<file path="src/hw/rtl/wvpc_pkg.sv">
// package for the weight/variance pixel converter
// holds widths, payload structs, op codes and the pipeline stage record; no dependencies
package wvpc_pkg;

    localparam int DataWidth   = 32;
    localparam int FracBits    = 16;
    localparam int WideBits    = DataWidth + FracBits;
    localparam int DivPerStage = 2;
    localparam int NumIter     = WideBits / DivPerStage;
    localparam int SqrtBits    = WideBits / 2;
    localparam int SqrtRemBits = SqrtBits + 3;
    localparam int CfgIdxBits  = 2;

    localparam logic [1:0] KIND_RMS      = 2'd0;
    localparam logic [1:0] KIND_VARIANCE = 2'd1;
    localparam logic [1:0] KIND_WEIGHT   = 2'd2;

    localparam logic DIR_TO_VAR    = 1'b0;
    localparam logic DIR_TO_NATIVE = 1'b1;

    localparam logic [CfgIdxBits-1:0] CFG_MAP_KIND  = 2'd0;
    localparam logic [CfgIdxBits-1:0] CFG_DIRECTION = 2'd1;
    localparam logic [CfgIdxBits-1:0] CFG_GAIN_SQ   = 2'd2;
    localparam logic [CfgIdxBits-1:0] CFG_THRESHOLD = 2'd3;

    localparam logic [DataWidth-1:0] BigValue    = '1;
    localparam logic [DataWidth-1:0] GainSqReset = DataWidth'(65536);

    typedef struct packed {
        logic [DataWidth-1:0] pixel_value;
        logic                 last_pixel;
    } t_in;

    typedef struct packed {
        logic [DataWidth-1:0] converted_value;
        logic                 is_big;
        logic                 last_out;
    } t_out;

    typedef struct packed {
        logic [1:0]           map_kind;
        logic                 direction;
        logic [DataWidth-1:0] gain_squared;
        logic [DataWidth-1:0] threshold;
    } t_cfg;

    typedef enum logic [1:0] {
        OP_CONST,
        OP_MUL,
        OP_DIV,
        OP_SQRT
    } t_op;

    typedef struct packed {
        t_op                    op;
        logic [DataWidth-1:0]   x;
        logic [DataWidth-1:0]   mul_b;
        logic [DataWidth-1:0]   gain;
        logic [DataWidth-1:0]   cval;
        logic [DataWidth-1:0]   div_rem;
        logic [WideBits-1:0]    div_q;
        logic [SqrtRemBits-1:0] sq_rem;
        logic [SqrtBits-1:0]    sq_root;
        logic                   last;
    } t_pipe;

endpackage

</file>
<file path="src/hw/rtl/wvpc_final.sv">
// last stage: fixed-point multiply, saturation and result select into the output register
// depends on wvpc_pkg
module wvpc_final (
    input  logic            i_clk,
    input  logic            i_rst_n,
    input  logic            i_en,
    input  logic            i_vld,
    input  wvpc_pkg::t_pipe i_pipe,
    output logic            o_vld,
    output wvpc_pkg::t_out  o_out
);

    localparam int DW = wvpc_pkg::DataWidth;
    localparam int FB = wvpc_pkg::FracBits;

    logic           r_vld;
    wvpc_pkg::t_out r_out;
    wvpc_pkg::t_out n_out;

    logic [2*DW-1:0] product;
    logic [DW-1:0]   mul_res;
    logic [DW-1:0]   div_res;
    logic [DW-1:0]   res;

    assign product = {{DW{1'b0}}, i_pipe.x} * {{DW{1'b0}}, i_pipe.mul_b};
    assign mul_res = (|product[2*DW-1:DW+FB]) ? wvpc_pkg::BigValue : product[DW+FB-1:FB];
    assign div_res = (|i_pipe.div_q[wvpc_pkg::WideBits-1:DW]) ? wvpc_pkg::BigValue
                                                               : i_pipe.div_q[DW-1:0];

    always_comb begin
        case (i_pipe.op)
            wvpc_pkg::OP_MUL:  res = mul_res;
            wvpc_pkg::OP_DIV:  res = div_res;
            wvpc_pkg::OP_SQRT: res = DW'(i_pipe.sq_root);
            default:           res = i_pipe.cval;
        endcase
        n_out.converted_value = res;
        n_out.is_big          = (res == wvpc_pkg::BigValue);
        n_out.last_out        = i_pipe.last;
    end

    always_ff @(posedge i_clk) begin
        if (!i_rst_n) begin
            r_vld <= 1'b0;
        end else if (i_en) begin
            r_vld <= i_vld;
        end
    end

    always_ff @(posedge i_clk) begin
        if (i_en) begin
            r_out <= n_out;
        end
    end

    assign o_vld = r_vld;
    assign o_out = r_out;

endmodule

</file>
<file path="config.mk">
export PLATFORM = sky130hd
export DESIGN_NAME = wvpc_final
export DESIGN_NICKNAME = d
export VERILOG_FILES = /design/src/hw/rtl/wvpc_pkg.sv /design/src/hw/rtl/wvpc_final.sv
export SDC_FILE = /design/constraint.sdc
export NUM_CORES = 2
export LEC_CHECK = 0
export BUFFER_PORTS_ARGS = -buffer_cell sky130_fd_sc_hd__clkbuf_2
export CORE_ASPECT_RATIO = 0.75
export CORE_MARGIN = 4
export CORE_UTILIZATION = 33
export CTS_BUF_LIST = sky130_fd_sc_hd__clkbuf_16
export CTS_CLUSTER_SIZE = 25
export DETAILED_ROUTE_END_ITERATION = 6
export HOLD_SLACK_MARGIN = 0.02
export PLACE_DENSITY = 0.51
export SLEW_MARGIN = 10
export SYNTH_ARGS = -nofsm -noshare
export SYNTH_HDL_FRONTEND = slang
export SYNTH_SLANG_ARGS = --single-unit
</file>
<file path="constraint.sdc">
create_clock -name i_clk -period 17.9 [get_ports i_clk]
set_input_delay 2.685 -clock i_clk [delete_from_list [all_inputs] [get_ports i_clk]]
set_output_delay 2.685 -clock i_clk [all_outputs]
set_load 0.01 [all_outputs]
</file>
==> out/metrics.cfg <==
[synth]
ys_types = 81
avgSynthCellArea_um2 = 8.92
yosysWarnings = 0
synth_area_leaders = fa_1, and2_1, inv_1
synth_top_cell_by_area = fa_1
async_reset_ff_frac = 0
synth_edf_count = 34
syn-num-nets = 5541
synth_top_area_frac = 0.487
ys_ff_latch = 35
seq_area_frac_synth = 0.0283
synth_flop_cell = edfxtp_1
syn_area_um2 = 36800
netlist_instances = 4120

[timing]
timing.final.crit_share = 0.687
fin_setup_tns_ns = 0
hold_viol = 0
setup_violations = 0
fin_crit_ns = 12.29
max_slew.worst_pin.slew_ns = 1.09
fin_skew_ns = 0
rsz0062_at_grt = no
slew-limit-headroom = 0.273
fmax_mhz = 81.3
final_max_slew_viol_count = 0

[detailed_routing]
drtIter0Drc = 1763
met1Wirelength_um = 55900
wl_per_cell_um = 19.9
dr.pass1.iters = 5
drt_wl_total_um = 110000
drc = 0
ant_nets = 0
top_layer = met5
via_per_inst = 4.93
via_count = 27357
met2_length_um = 48400
dr_wl_met3_um = 4710

[critical_path]
start_kind = input port
crit_required_ns = 17.88
worstSetupPathType = input port to flop
crit_path_max_fanout = 32
cp-end-kind = flop
cp.arrival_ns = 12.27

[cts]
cts_tree = yes
htree_levels = 2
hold_buffers = 0
cts_root_buf = clkbuf_16
cts_resized = 0
clk_latency_ns = 0.28
post_cts_buffers = 0
path_clk_slew_ns = 0.05
clkSinkCount = 35
cts_max_path_buffers = 2
cts_made_buffers = 5

[finish]
fin_cells = 5547
multi_input_area_um2 = 31400
register_area_um2 = 1040
fillCellCount = 11382
nets = 5522
area_growth_pct = 5.65
drive_gt1_frac = 0.0683
fin_util = 0.353
fin_area_um2 = 38800

[global_routing]
grt_max_degree = 49
grt_pass1_wl_um = 177000
antenna_found_initial = 4
grt_usage = 0.191
grt_pass1_vias = 29646
grt.overflow.total = 0

[die]
die_y_um = 297
die_width_um = 393
start_util = 0.334
rows = 105
core_um2 = 110000
ios = 301
dieArea_um2 = 117000

[place]
placed_cells = 5538
placed_cell_area_um2 = 38700
io_buffers = 209
place.gp.congestion = 0.942
dpl.hpwl_um = 89900

[hold_path]
hold_path.class = flop to flop

[flow_run]
max_cap_viol_count = 0

[status]
status = finished, final reports clean

==> worst max-delay path, cell delays in order <==
cell and delay, ns:
clkbuf_2 0.58, and2_1 0.40, fa_1 0.52, fa_1 0.54
inv_1 0.05, fa_1 0.49, fa_1 0.52, inv_1 0.07
fa_1 0.59, fa_1 0.44, fa_1 0.56, fa_1 0.44
ha_1 0.46, a211o_1 0.32, a21oi_1 0.18, o21ai_0 0.20
o21ai_1 0.63, nand3_1 0.25, a31o_2 0.30, a32oi_1 0.26
nand4_1 0.19, nor4_4 0.86, and2_2 0.51, a221oi_1 0.15
==> metal layers <==
layer  global-route usage  up-vias
li1                     -    12295
met1                0.301    14407
met2                0.294      582
met3               0.0181       67
met4               0.0196        6
met5                    0        -
==> cell type report <==
cell class | count | share of cell area
inverter | 887 | 0.0857
clock buffer | 5 | 0.00322
clock inverter | 3 | 0.000322
multi-input combinational | 2947 | 0.807
sequential | 35 | 0.0268
tap | 1444 | 0.0465
timing repair buffer | 225 | 0.0300
antenna | 1 | 0.0000644
==> path summary, 6_finish.rpt <==
kind	start	end	slack [ns]	depth (start not counted)
worst min register to register	o_vld	o_vld	0.55	2
worst min-delay path	o_vld	o_vld	0.55	2
worst max-delay path	i_pipe[245]	o_out[17]	5.61	24
worst max register to register	o_vld	o_vld	17.27	2
==> sequential cells by signal (all words and copies together), names as in the netlist <==
| name | flops |
|---|---|
| o_vld | 1 |
| o_out | 34 |
==> cells by family after synthesis <==
logic type      after synthesis  share of synthesized area
flops                        35                     0.0283
fa+ha+maj                  1155                      0.576
buf+inv                    1138                      0.119
simple gates               1379                      0.199
mux                           5                    0.00136
xor+xnor                     40                    0.00953
compound gates              368                     0.0672
==> Yosys cell counts, drive strengths merged (7+ instances only) <==
master,number
a21o,13
a211oi,13
nor3,31
a221oi,11
a31oi,10
nand4,58
a21oi,105
nor4,18
o22a,15
edfxtp,34
inv,886
and2,682
or2,11
o21ba,7
nand3,18
fa,895
or3,8
xnor2,27
nand2,432
clkbuf,210
and3,8
ha,260
xor2,13
o21a,14
o21bai,10
a21boi,9
buf,41
o22ai,30
nor2,93
o21ai,82
o221ai,7
==> through the flow <==
stage	setup slack, ns	hold slack (ns)
after CTS	5.70	0.551
after global routing	5.19	0.599
after global placement	5.46	0.509
final	5.61	0.553
after floorplan	7.70	0.538
after detailed placement	5.41	0.538
==> cell usage in the layout, fill, tap and decap left out, types with 11 or more instances in the layout <==
cell / Yosys / routed
nor4_1: 16 / 16
o21a_1: 14 / 14
a21o_1: 13 / 13
nand3_1: 18 / 18
nand2_1: 432 / 432
ha_1: 260 / 260
clkbuf_2: 0 / 209
buf_4: 4 / 16
edfxtp_1: 34 / 34
a211oi_1: 11 / 11
nand4_1: 57 / 57
o22ai_1: 30 / 30
nor2_1: 93 / 93
o21ai_0: 73 / 73
o22a_1: 15 / 15
a21oi_1: 91 / 91
and2_1: 678 / 678
xnor2_1: 27 / 27
xor2_1: 13 / 13
inv_1: 886 / 887
a21oi_2: 14 / 14
fa_1: 895 / 895
nor3_1: 30 / 30
Power is left out: the tool's default activity adds up to more than one toggle a clock period on the data nets, which glitch-free logic cannot reach.
