===== src/hw/rtl/wvpc_pkg.sv =====
// package for the weight/variance pixel converter
// holds widths, payload structs, op codes and the pipeline stage record; no dependencies
package wvpc_pkg;

    localparam int DataWidth   = 32;
    localparam int FracBits    = 16;
    localparam int WideBits    = DataWidth + FracBits;
    localparam int DivPerStage = 2;
    localparam int NumIter     = WideBits / DivPerStage;
    localparam int SqrtBits    = WideBits / 2;
    localparam int SqrtRemBits = SqrtBits + 3;
    localparam int CfgIdxBits  = 2;

    localparam logic [1:0] KIND_RMS      = 2'd0;
    localparam logic [1:0] KIND_VARIANCE = 2'd1;
    localparam logic [1:0] KIND_WEIGHT   = 2'd2;

    localparam logic DIR_TO_VAR    = 1'b0;
    localparam logic DIR_TO_NATIVE = 1'b1;

    localparam logic [CfgIdxBits-1:0] CFG_MAP_KIND  = 2'd0;
    localparam logic [CfgIdxBits-1:0] CFG_DIRECTION = 2'd1;
    localparam logic [CfgIdxBits-1:0] CFG_GAIN_SQ   = 2'd2;
    localparam logic [CfgIdxBits-1:0] CFG_THRESHOLD = 2'd3;

    localparam logic [DataWidth-1:0] BigValue    = '1;
    localparam logic [DataWidth-1:0] GainSqReset = DataWidth'(65536);

    typedef struct packed {
        logic [DataWidth-1:0] pixel_value;
        logic                 last_pixel;
    } t_in;

    typedef struct packed {
        logic [DataWidth-1:0] converted_value;
        logic                 is_big;
        logic                 last_out;
    } t_out;

    typedef struct packed {
        logic [1:0]           map_kind;
        logic                 direction;
        logic [DataWidth-1:0] gain_squared;
        logic [DataWidth-1:0] threshold;
    } t_cfg;

    typedef enum logic [1:0] {
        OP_CONST,
        OP_MUL,
        OP_DIV,
        OP_SQRT
    } t_op;

    typedef struct packed {
        t_op                    op;
        logic [DataWidth-1:0]   x;
        logic [DataWidth-1:0]   mul_b;
        logic [DataWidth-1:0]   gain;
        logic [DataWidth-1:0]   cval;
        logic [DataWidth-1:0]   div_rem;
        logic [WideBits-1:0]    div_q;
        logic [SqrtRemBits-1:0] sq_rem;
        logic [SqrtBits-1:0]    sq_root;
        logic                   last;
    } t_pipe;

endpackage


===== src/hw/rtl/wvpc_iter_stage.sv =====
// one pipeline stage of the restoring divider (two quotient bits) and square root (one bit)
// depends on wvpc_pkg
module wvpc_iter_stage #(
    parameter int STAGE = 0
) (
    input  logic            i_clk,
    input  logic            i_rst_n,
    input  logic            i_en,
    input  logic            i_vld,
    input  wvpc_pkg::t_pipe i_pipe,
    output logic            o_vld,
    output wvpc_pkg::t_pipe o_pipe
);

    localparam int SqBit = wvpc_pkg::SqrtBits - 1 - STAGE;

    logic            r_vld;
    wvpc_pkg::t_pipe r_pipe;
    wvpc_pkg::t_pipe n_pipe;

    logic [wvpc_pkg::WideBits-1:0]    dividend;
    logic [wvpc_pkg::WideBits-1:0]    radicand;
    logic [wvpc_pkg::DataWidth:0]     div_tmp;
    logic [wvpc_pkg::DataWidth-1:0]   div_rem;
    logic [wvpc_pkg::WideBits-1:0]    div_q;
    logic [wvpc_pkg::SqrtRemBits-1:0] sq_tmp;
    logic [wvpc_pkg::SqrtRemBits-1:0] sq_trial;
    logic [1:0]                       sq_pair;

    assign dividend = {i_pipe.gain, {wvpc_pkg::FracBits{1'b0}}};
    assign radicand = {i_pipe.x, {wvpc_pkg::FracBits{1'b0}}};
    assign sq_pair  = radicand[2*SqBit+1 -: 2];

    always_comb begin
        div_rem = i_pipe.div_rem;
        div_q   = i_pipe.div_q;
        div_tmp = '0;
        for (int j = 0; j < wvpc_pkg::DivPerStage; j++) begin
            div_tmp = {div_rem,
                       dividend[wvpc_pkg::WideBits-1-wvpc_pkg::DivPerStage*STAGE-j]};
            if (div_tmp >= {1'b0, i_pipe.x}) begin
                div_tmp = div_tmp - {1'b0, i_pipe.x};
                div_q   = {div_q[wvpc_pkg::WideBits-2:0], 1'b1};
            end else begin
                div_q   = {div_q[wvpc_pkg::WideBits-2:0], 1'b0};
            end
            div_rem = div_tmp[wvpc_pkg::DataWidth-1:0];
        end

        sq_tmp   = {i_pipe.sq_rem[wvpc_pkg::SqrtRemBits-3:0], sq_pair};
        sq_trial = {{(wvpc_pkg::SqrtRemBits-wvpc_pkg::SqrtBits-2){1'b0}},
                    i_pipe.sq_root, 2'b01};

        n_pipe         = i_pipe;
        n_pipe.div_rem = div_rem;
        n_pipe.div_q   = div_q;
        if (sq_tmp >= sq_trial) begin
            n_pipe.sq_rem  = sq_tmp - sq_trial;
            n_pipe.sq_root = {i_pipe.sq_root[wvpc_pkg::SqrtBits-2:0], 1'b1};
        end else begin
            n_pipe.sq_rem  = sq_tmp;
            n_pipe.sq_root = {i_pipe.sq_root[wvpc_pkg::SqrtBits-2:0], 1'b0};
        end
    end

    always_ff @(posedge i_clk) begin
        if (!i_rst_n) begin
            r_vld <= 1'b0;
        end else if (i_en) begin
            r_vld <= i_vld;
        end
    end

    always_ff @(posedge i_clk) begin
        if (i_en) begin
            r_pipe <= n_pipe;
        end
    end

    assign o_vld  = r_vld;
    assign o_pipe = r_pipe;

endmodule


===== config.mk =====
export PLATFORM = sky130hd
export DESIGN_NAME = wvpc_iter_stage
export DESIGN_NICKNAME = d
export VERILOG_FILES = /design/src/hw/rtl/wvpc_pkg.sv /design/src/hw/rtl/wvpc_iter_stage.sv
export SDC_FILE = /design/constraint.sdc
export NUM_CORES = 1
export LEC_CHECK = 0
export ABC_AREA = 1
export BUFFER_PORTS_ARGS = -buffer_cell sky130_fd_sc_hd__buf_4
export CORE_ASPECT_RATIO = 1.5
export CORE_MARGIN = 2
export CORE_UTILIZATION = 36
export DETAILED_ROUTE_END_ITERATION = 8
export HOLD_SLACK_MARGIN = 0.02
export MAX_ROUTING_LAYER = met4
export PLACE_DENSITY = 0.59
export SLEW_MARGIN = 20
export SYNTH_ARGS = -nofsm -noshare
export SYNTH_HDL_FRONTEND = slang
export SYNTH_SLANG_ARGS = --single-unit

===== constraint.sdc =====
create_clock -name i_clk -period 10.65 [get_ports i_clk]
set_clock_uncertainty 0.2 [all_clocks]
set_input_delay 1.5975 -clock i_clk [delete_from_list [all_inputs] [get_ports i_clk]]
set_output_delay 1.5975 -clock i_clk [all_outputs]
set_load 0.05 [all_outputs]

==> out/results.ini, run 1 <==
[run_status]
status = finished clean

[timing]
slew_headroom = 0.3230
layout_setup_ws_ps = 4239
clock.fmax_mhz = 156.0
grt_setup_unrepaired = false
min_period_ps = 6411
period_share = 0.6020
finalHoldViolCount = 0
whs_ps = 345.1
setup_viol = 0
worst_slew_pin_slew_ps = 1016
setup_tns_ps = 0
slew_viol_final = 0

[floorplanning]
die_h_um = 257.1
start_util = 0.3649
coreArea_um2 = 42130
dieArea_um2 = 44410
num_rows = 92
fp.dieW_um = 172.7
boundaryPins = 529

[setup_path]
worstPathArrival_ps = 6500
cp-end-kind = register
required_ps = 10740
crit_type = input pin to register
startpoint_type = input pin
critPathMaxStageDelay_ps = 420
critPathMaxFanout = 35
crit_path_top_delay_cell = inv_4
path_common_cell = nand2_1

[drt]
routedWlPerCell_um = 22.81
vias_per_cell = 4.957
ant_nets = 0
drtIter0Drc = 711
routed_wl_um = 65170
drc = 0
first_pass_iters = 5
vias = 14160

[synthesis]
synth_warnings = 0
syn_avg_cell_area_um2 = 8.877
ys_seq_elements = 263
syn_inst = 1732
synth_area_um2 = 15370
synthDistinctLibCells = 46
yosysSeqAreaShare = 0.5130
synth_nets = 2090

[cts]
htreeDepth = 1
cts_buffers = 28
cts_setup_buffers = 0
ctsHoldBuffers = 0
cts_tree = yes
clkSinkCount = 263
clk_pin_slew_ps = 60
insertion_delay_ps = 560
clock-root-buffer = clkbuf_16
post_cts_resized = 0
cts_max_path_buffers = 3

[final_layout]
final_area_um2 = 20890
num-nets-final = 2627
drive_gt1_frac = 0.2691
layout_commonest_cell = buf_4
final_core_util = 0.4957
syn_to_final_growth_pct = 35.84
final_cell_mix = buf_4 (526), nand2_1 (515), edfxtp_1 (262)

[global_route]
antenna_found_initial = 4
gr-total-overflow = 0
grt_max_degree = 115
grt_usage = 0.2937
grt_pass1_vias = 14230
grt_pass1_wl_um = 92600

[pwr]
cellLeakagePower_nw = 10.02
powerDensity_nw_per_um2 = 184.7
vdd_drop_max_mv = 0.1241

[placement]
pre_cts_ws_ps = 3679
dp_hpwl_um = 54660
io_buffers = 524
post_dp_cell_area_um2 = 19890
gp_congestion = 1.043

[min_path]
hold_class = register to register

[flow_run]
cap_violations = 0

[flip-flops by register name, indices dropped and copies added (netlist names)]
register  count
o_vld         1
o_pipe      262
[final timing paths]
check,from,to,slack [ps],depth (start not counted)
setup / recovery,i_pipe[235],o_pipe[110]$_DFFE_PP_,4240,27
hold / removal,o_vld$_SDFFE_PN0P_,o_vld$_SDFFE_PN0P_,350,2
setup reg to reg,o_vld$_SDFFE_PN0P_,o_vld$_SDFFE_PN0P_,9780,2
hold reg to reg,o_vld$_SDFFE_PN0P_,o_vld$_SDFFE_PN0P_,350,2
[metrics by stage]
stage	cells	power, mW
3_5_place_dp	2803	2.817
5_1_grt	2857	4.032
6_report	2857	3.857
2_1_floorplan	1732	2.289
3_3_place_gp	2803	2.813
4_1_cts	2853	3.882
[synth_stat cells, drive strengths merged]
cell,count,area share
a211oi,2,0.00098
a21boi,2,0.0012
a21o,10,0.0049
a21oi,91,0.031
a31oi,5,0.0020
and2,4,0.0016
buf,18,0.0094
clkbuf,2,0.00049
dfxtp,1,0.0013
edfxtp,262,0.51
fa,2,0.0026
ha,90,0.073
inv,259,0.063
nand2,524,0.13
nand3,135,0.047
nand3b,10,0.0049
nand4,28,0.011
nor2,113,0.030
nor3,19,0.0065
nor3b,1,0.00049
nor4,5,0.0024
o211ai,5,0.0024
o21a,2,0.00098
o21ai,67,0.022
o21bai,13,0.0066
o311ai,1,0.00057
or2,15,0.0061
xnor2,12,0.0068
xor2,34,0.019
[logic make-up (layout without fill, tap and decap cells)]
logic type                 count (synthesis)  in the layout  synth area share
adders and majority gates                 92             92           0.07585
buffers and inverters                    279            836           0.07324
DFF                                      263            263            0.5130
AOI/OAI and AO/OA                        198            198           0.07210
other                                      0              4                 0
and+or+nand+nor                          854            854            0.2396
xor gates and xnor gates                  46             46           0.02620
[worst max-delay path: cells and delay by family]
kind	cells	cell delay, ps
adders and majority gates	2	620
and+or+nand+nor	17	2730
buffers and inverters	5	780
AOI/OAI and AO/OA	3	680
[report_power, final]
part	switching [mW]	total [mW]	internal, mW
clock network	0.431	1.06	0.629
registers	0.0506	1.34	1.29
logic	1.02	1.46	0.432
[routing by layer]
metal | vias to the layer above | GRT usage | share of wire
met3 | 93 | 0.05186 | 0.057
met2 | 506 | 0.5422 | 0.53
li1 | 6848 | - | -
met5 | - | - | 0
met4 | 0 | 0.1128 | 0.040
met1 | 6716 | 0.3106 | 0.37
[area by class of cell]
cell class	count	area, µm²
Timing Repair Buffer	527	3964
Inverter	259	974.7
Clock inverter	19	270.3
Fill cell	4156	21250
Antenna cell	4	10.01
Clock buffer	31	711.9
Sequential cell	263	7888
Multi-Input combinational cell	1190	6361
Tap cell	564	705.7
Note: power is estimated with default switching activity, not from simulation.
==> run 2, diff against run 1 <==
Settings changed: ABC_AREA 1 to 0, CORE_AREA set to 2 2 208 210, CORE_ASPECT_RATIO 1.5 to not set, CORE_MARGIN 2 to not set, CORE_UTILIZATION 36 to not set, DIE_AREA set to 0 0 210 212, PLACE_DENSITY 0.59 to 0.56.
Clock period 10.65 ns to 6.3 ns, I/O delays scaled along.
==> run 2 against run 1 <==
Core utilization decreased by 0.34 points. Combinational power rose by 86%. Wire length decreased by 25%. Cell area increased by 0.20%. Register-to-register slack lost 4300 ps. Final cell count decreased by 16%. Synthesized cell count decreased by 36%. Area after synthesis is 8.1% lower. Critical path type unchanged. Largest cell class unchanged. Largest power group unchanged.
==> out/results.ini, run 2 <==
[cts]
htreeDepth = 2
cts_buffers = 34
insertion_delay_ps = 540
post_cts_resized = 0
cts_max_path_buffers = 3
clk_pin_slew_ps = 60
cts_setup_buffers = 0
cts_tree = yes
clkSinkCount = 263
ctsHoldBuffers = 0
clock-root-buffer = clkbuf_16

[setup_path]
cp-end-kind = register
crit_type = input pin to register
startpoint_type = input pin
critPathMaxFanout = 19
worstPathArrival_ps = 6030
required_ps = 6390

[flow_run]
cap_violations = 0

[synthesis]
synth_top_family_by_area = compound AO/OA/AOI/OAI gates
synthSimpleGateAreaFrac = 0.08027
synth_area_leaders = edfxtp_1 (56%), ha_1 (8.0%), mux2_4 (4.4%), xnor2_1 (2.8%), a21oi_1 (2.7%)
synth_nets = 1473
synth_compound_area_frac = 0.1331
yosysSeqAreaShare = 0.5585
yosys.area.top_type = edfxtp_1
yosysTopAreaCellShare = 0.5571
synth_xor_area_frac = 0.04465
syn_inst = 1115
synthAdderAreaFrac = 0.08257
ys_seq_elements = 263
syn_avg_cell_area_um2 = 12.67
async_reset_ff_frac = 0
synth_area_um2 = 14120
synth_warnings = 0
synth-edff-count = 262
synth_commonest_cells = edfxtp_1 (262), ha_1 (90), inv_1 (90)
synthMuxAreaShare = 0.06211
synth_ff_type = edfxtp_1
synthDistinctLibCells = 80
yosysMostFrequentCell = edfxtp_1

[min_path]
hold_class = register to register

[timing]
period_share = 0.9431
setup_viol = 0
setup_tns_ps = 0
finalHoldViolCount = 0
min_period_ps = 5941
whs_ps = 346.7
layout_setup_ws_ps = 358.8
clock.fmax_mhz = 168.3
worst_slew_pin_slew_ps = 685.9
slew_headroom = 0.5427
grt_setup_unrepaired = false
slew_viol_final = 0

[pwr]
power_mw = 6.921
cellLeakagePower_nw = 9.455
vdd_drop_max_mv = 0.2078
powerDensity_nw_per_um2 = 330.7

[final_layout]
instances_no_fill = 2395
num-nets-final = 2171
final_core_util = 0.4923
layout_commonest_cell = buf_4
final_area_um2 = 20930
syn_to_final_growth_pct = 48.19
drive_gt1_frac = 0.4454
final_cell_mix = buf_4 (682), edfxtp_1 (262), inv_1 (90), ha_1 (90), a21oi_1 (76)
largest_reg_flops = 262

[drt]
vias_per_cell = 4.885
routed_wl_um = 49180
first_pass_iters = 5
ant_nets = 0
drtIter0Drc = 703
drc = 0
routedWlPerCell_um = 20.53
vias = 11700

[floorplanning]
start_util = 0.3322
fp.dieW_um = 210
num_rows = 76
die_h_um = 212
boundaryPins = 529
coreArea_um2 = 42510
dieArea_um2 = 44520

[placement]
post_dp_cell_area_um2 = 19790
pre_cts_ws_ps = -193.4
dp_hpwl_um = 39900
dp_cells = 2323
gp_congestion = 0.9260
io_buffers = 524

[global_route]
grt_pass1_vias = 11450
grt_pass1_wl_um = 70040
grt_usage = 0.2185
antenna_found_initial = 10
gr-total-overflow = 0
grt_max_degree = 106

[run_status]
status = finished clean

## run 2: cell types whose count changed after synthesis, moves of 9 or more
cell      delta
a21oi_1     -13
nand4_1     -13
a211oi_1     +9
inv_1      -163
mux2_4      +41
nor2b_1     +10
or2_2       -11
xnor2_1     +33
nand2_1    -444
nand3_1    -115
mux2_2      +17
a21o_1      +30
nor2_1      -60
## run 2: final timing paths
kind,startpoint,endpoint,slack (ps),cells past startpoint
max,i_pipe[250],o_pipe[115]$_DFFE_PP_,360,22
min,o_vld$_SDFFE_PN0P_,o_vld$_SDFFE_PN0P_,350,2
max reg2reg,o_vld$_SDFFE_PN0P_,o_vld$_SDFFE_PN0P_,5490,2
min reg2reg,o_vld$_SDFFE_PN0P_,o_vld$_SDFFE_PN0P_,350,2
## run 2: area by class of cell
| type | count | area [µm²] |
|---|---|---|
| clock buffer | 42 | 902.1 |
| fill | 3863 | 21580 |
| inverter | 90 | 337.8 |
| tap | 546 | 683.2 |
| clock inverter | 20 | 207.7 |
| timing repair buffer | 686 | 5195 |
| antenna | 10 | 25.02 |
| sequential | 263 | 7888 |
| multi-input combinational | 738 | 5689 |
## run 2: cells by family after synthesis
| group | Yosys count |
|---|---|
| xor+xnor | 72 |
| simple gates | 227 |
| buf+inv | 114 |
| fa+ha+maj | 92 |
| mux | 65 |
| compound gates | 282 |
| flops | 263 |
## run 2: layer usage
metal / wire (µm) / GRT usage
met2: 24560 / 0.3719
met3: 3464 / 0.05938
met1: 19950 / 0.2524
met4: 1207 / 0.06750
met5: 0 / -
## run 2: worst max-delay path, cell delays in order
cell and delay (ps):
buf_4 80, inv_1 50, ha_1 410, nand4_2 170
nor3_2 280, nand4b_1 120, or4_1 520, o211a_2 290
buf_4 220, o31ai_1 360, ha_1 360, a21oi_1 150
nand2_1 150, o21ai_2 200, a2111oi_2 90, buf_4 170
nor3_2 210, o41a_1 230, a31oi_2 110, a211o_2 400
buf_12 180, mux2_4 310
## run 2: power breakdown
part | switching, mW | leakage, nW | internal, mW
logic | 1.60 | 6.35 | 1.12
registers | 0.0653 | 2.57 | 2.20
clock network | 0.780 | 0.536 | 1.15
total | 2.45 | 9.45 | 4.47
==> run 3, diff against run 2 <==
Settings changed: CTS_BUF_LIST set to sky130_fd_sc_hd__clkbuf_2 sky130_fd_sc_hd__clkbuf_4 sky130_fd_sc_hd__clkbuf_8.
==> run 3 against run 2 <==
Global-route usage is 0.12 points higher. Critical path type unchanged. Largest cell class unchanged. Core utilization is 0.29 points lower. Clock power is 11% lower.
==> out/results.ini, run 3 (same netlist as run 2, synthesis figures left out) <==
[cts]
cts_buffers = 49
cts_tree = yes
cts_max_path_buffers = 3
post_cts_resized = 0
insertion_delay_ps = 610
ctsHoldBuffers = 0
cts_setup_buffers = 0
clock-root-buffer = clkbuf_8
clkSinkCount = 263
clk_pin_slew_ps = 60
htreeDepth = 2

[pwr]
cellLeakagePower_nw = 9.436
power_mw = 6.718
powerDensity_nw_per_um2 = 322.9
vdd_drop_max_mv = 0.1926

[floorplanning]
dieArea_um2 = 44520
boundaryPins = 529
die_h_um = 212
coreArea_um2 = 42510
start_util = 0.3322
fp.dieW_um = 210
num_rows = 76

[setup_path]
crit_type = input pin to register
worstPathArrival_ps = 6060
critPathMaxFanout = 19
path_common_cell = buf_4
crit_path_top_delay_cell = or4_1
path_cells = buf_4 > inv_1 > ha_1 > nand4_2 > nor3_2 > nand4b_1 > or4_1 > o211a_2 > buf_4 > o31ai_1 > ha_1 > a21oi_1 > nand2_1 > o21ai_2 > a2111oi_2 > buf_4 > nor3_2 > o41a_1 > a31oi_2 > a211o_2 > buf_12 > mux2_4
r2r-end = o_vld$_SDFFE_PN0P_
reg2reg_slack_ps = 5480
critPathMaxStageDelay_ps = 520
required_ps = 6440
startpoint_type = input pin
r2r_start = o_vld$_SDFFE_PN0P_
cp-end-kind = register
r2r_cells = 2

[global_route]
grt_usage = 0.2198
gr-total-overflow = 0
grt_pass1_vias = 11600
grt_max_degree = 106
antenna_found_initial = 12
grt_pass1_wl_um = 70440

[drt]
vias_per_cell = 4.864
ant_nets = 0
drc = 0
drtIter0Drc = 725
routed_wl_um = 49550
first_pass_iters = 6
routedWlPerCell_um = 20.53
vias = 11740

[min_path]
hold_class = input pin to register
holdPathStages = 1
hold_start = i_pipe[176]
worstHoldEndpoint = o_pipe[176]$_DFFE_PP_

[timing]
min_period_ps = 5921
clock.fmax_mhz = 168.9
finalHoldViolCount = 0
period_share = 0.9398
slew_headroom = 0.5417
setup_tns_ps = 0
setup_viol = 0
layout_setup_ws_ps = 379.1
worst_slew_pin_slew_ps = 687.5
slew_viol_final = 0
grt_setup_unrepaired = false

[placement]
gp_congestion = 0.9260
post_dp_cell_area_um2 = 19790
pre_cts_ws_ps = -193.4
dp_hpwl_um = 39900
io_buffers = 524

[final_layout]
layout_commonest_cell = buf_4
n_fill_cell = 3889
syn_to_final_growth_pct = 47.33
final_core_util = 0.4895
largest_reg_flops = 262
multi_input_area_um2 = 5689
final_area_um2 = 20810
num-nets-final = 2186
final_cell_mix = buf_4 (682), edfxtp_1 (262), inv_1 (90), ha_1 (90), a21oi_1 (76)
drive_gt1_frac = 0.4550
seqCellArea_um2 = 7888

[flow_run]
cap_violations = 0

[run_status]
status = finished clean

run 3: changes by cell type in the layout (fill, tap and decap cells not counted), sizes merged:
cell	change
clkinv	-10
diode	+1
clkinvlp	-1
clkbuf	+29
run 3: per-layer routing:
layer	share of wire	wire length, µm	vias up	track usage
li1	-	-	5646	-
met1	0.40	20060	5594	0.2516
met2	0.50	24600	431	0.3711
met3	0.070	3492	70	0.05982
met4	0.028	1396	0	0.07948
met5	0	0	-	-
run 3: worst max-delay path: cells and delay by family:
family | cells | cell delay, ps
buf+inv | 5 | 700
compound gates | 8 | 1830
fa+ha+maj | 2 | 770
mux | 1 | 310
simple gates | 6 | 1470
run 3: report_power, final:
group	internal [mW]	switching, mW
clock network	0.992	0.732
registers	2.20	0.0657
logic	1.12	1.61
run 3: how the worst max path moves through the flow:
| stage | from | to | cells past startpoint |
|---|---|---|---|
| CTS | i_pipe[250] | o_pipe[118]$_DFFE_PP_ | 22 |
| finish | i_pipe[250] | o_pipe[114]$_DFFE_PP_ | 22 |
| global route | i_pipe[240] | o_pipe[103]$_DFFE_PP_ | 22 |
| global placement | i_pipe[250] | o_pipe[115]$_DFFE_PP_ | 22 |
| detailed placement | i_pipe[250] | o_pipe[103]$_DFFE_PP_ | 23 |
| floorplan | i_pipe[253] | o_pipe[126]$_DFFE_PP_ | 24 |
run 3: final cells by class:
class | instances | share of cell area
clock inverter | 9 | 0.005833
antenna | 11 | 0.001323
inverter | 90 | 0.01624
timing repair buffer | 686 | 0.2497
clock buffer | 71 | 0.04155
multi-input combinational | 738 | 0.2734
tap | 546 | 0.03283
sequential | 263 | 0.3791
run 3: per-stage QoR:
step,std cells,hold WS (ps)
after floorplan,1115,542.9
after global routing,2414,258.4
after CTS,2403,253.1
after global placement,2323,340.4
final,2414,303.2
after detailed placement,2323,338.8
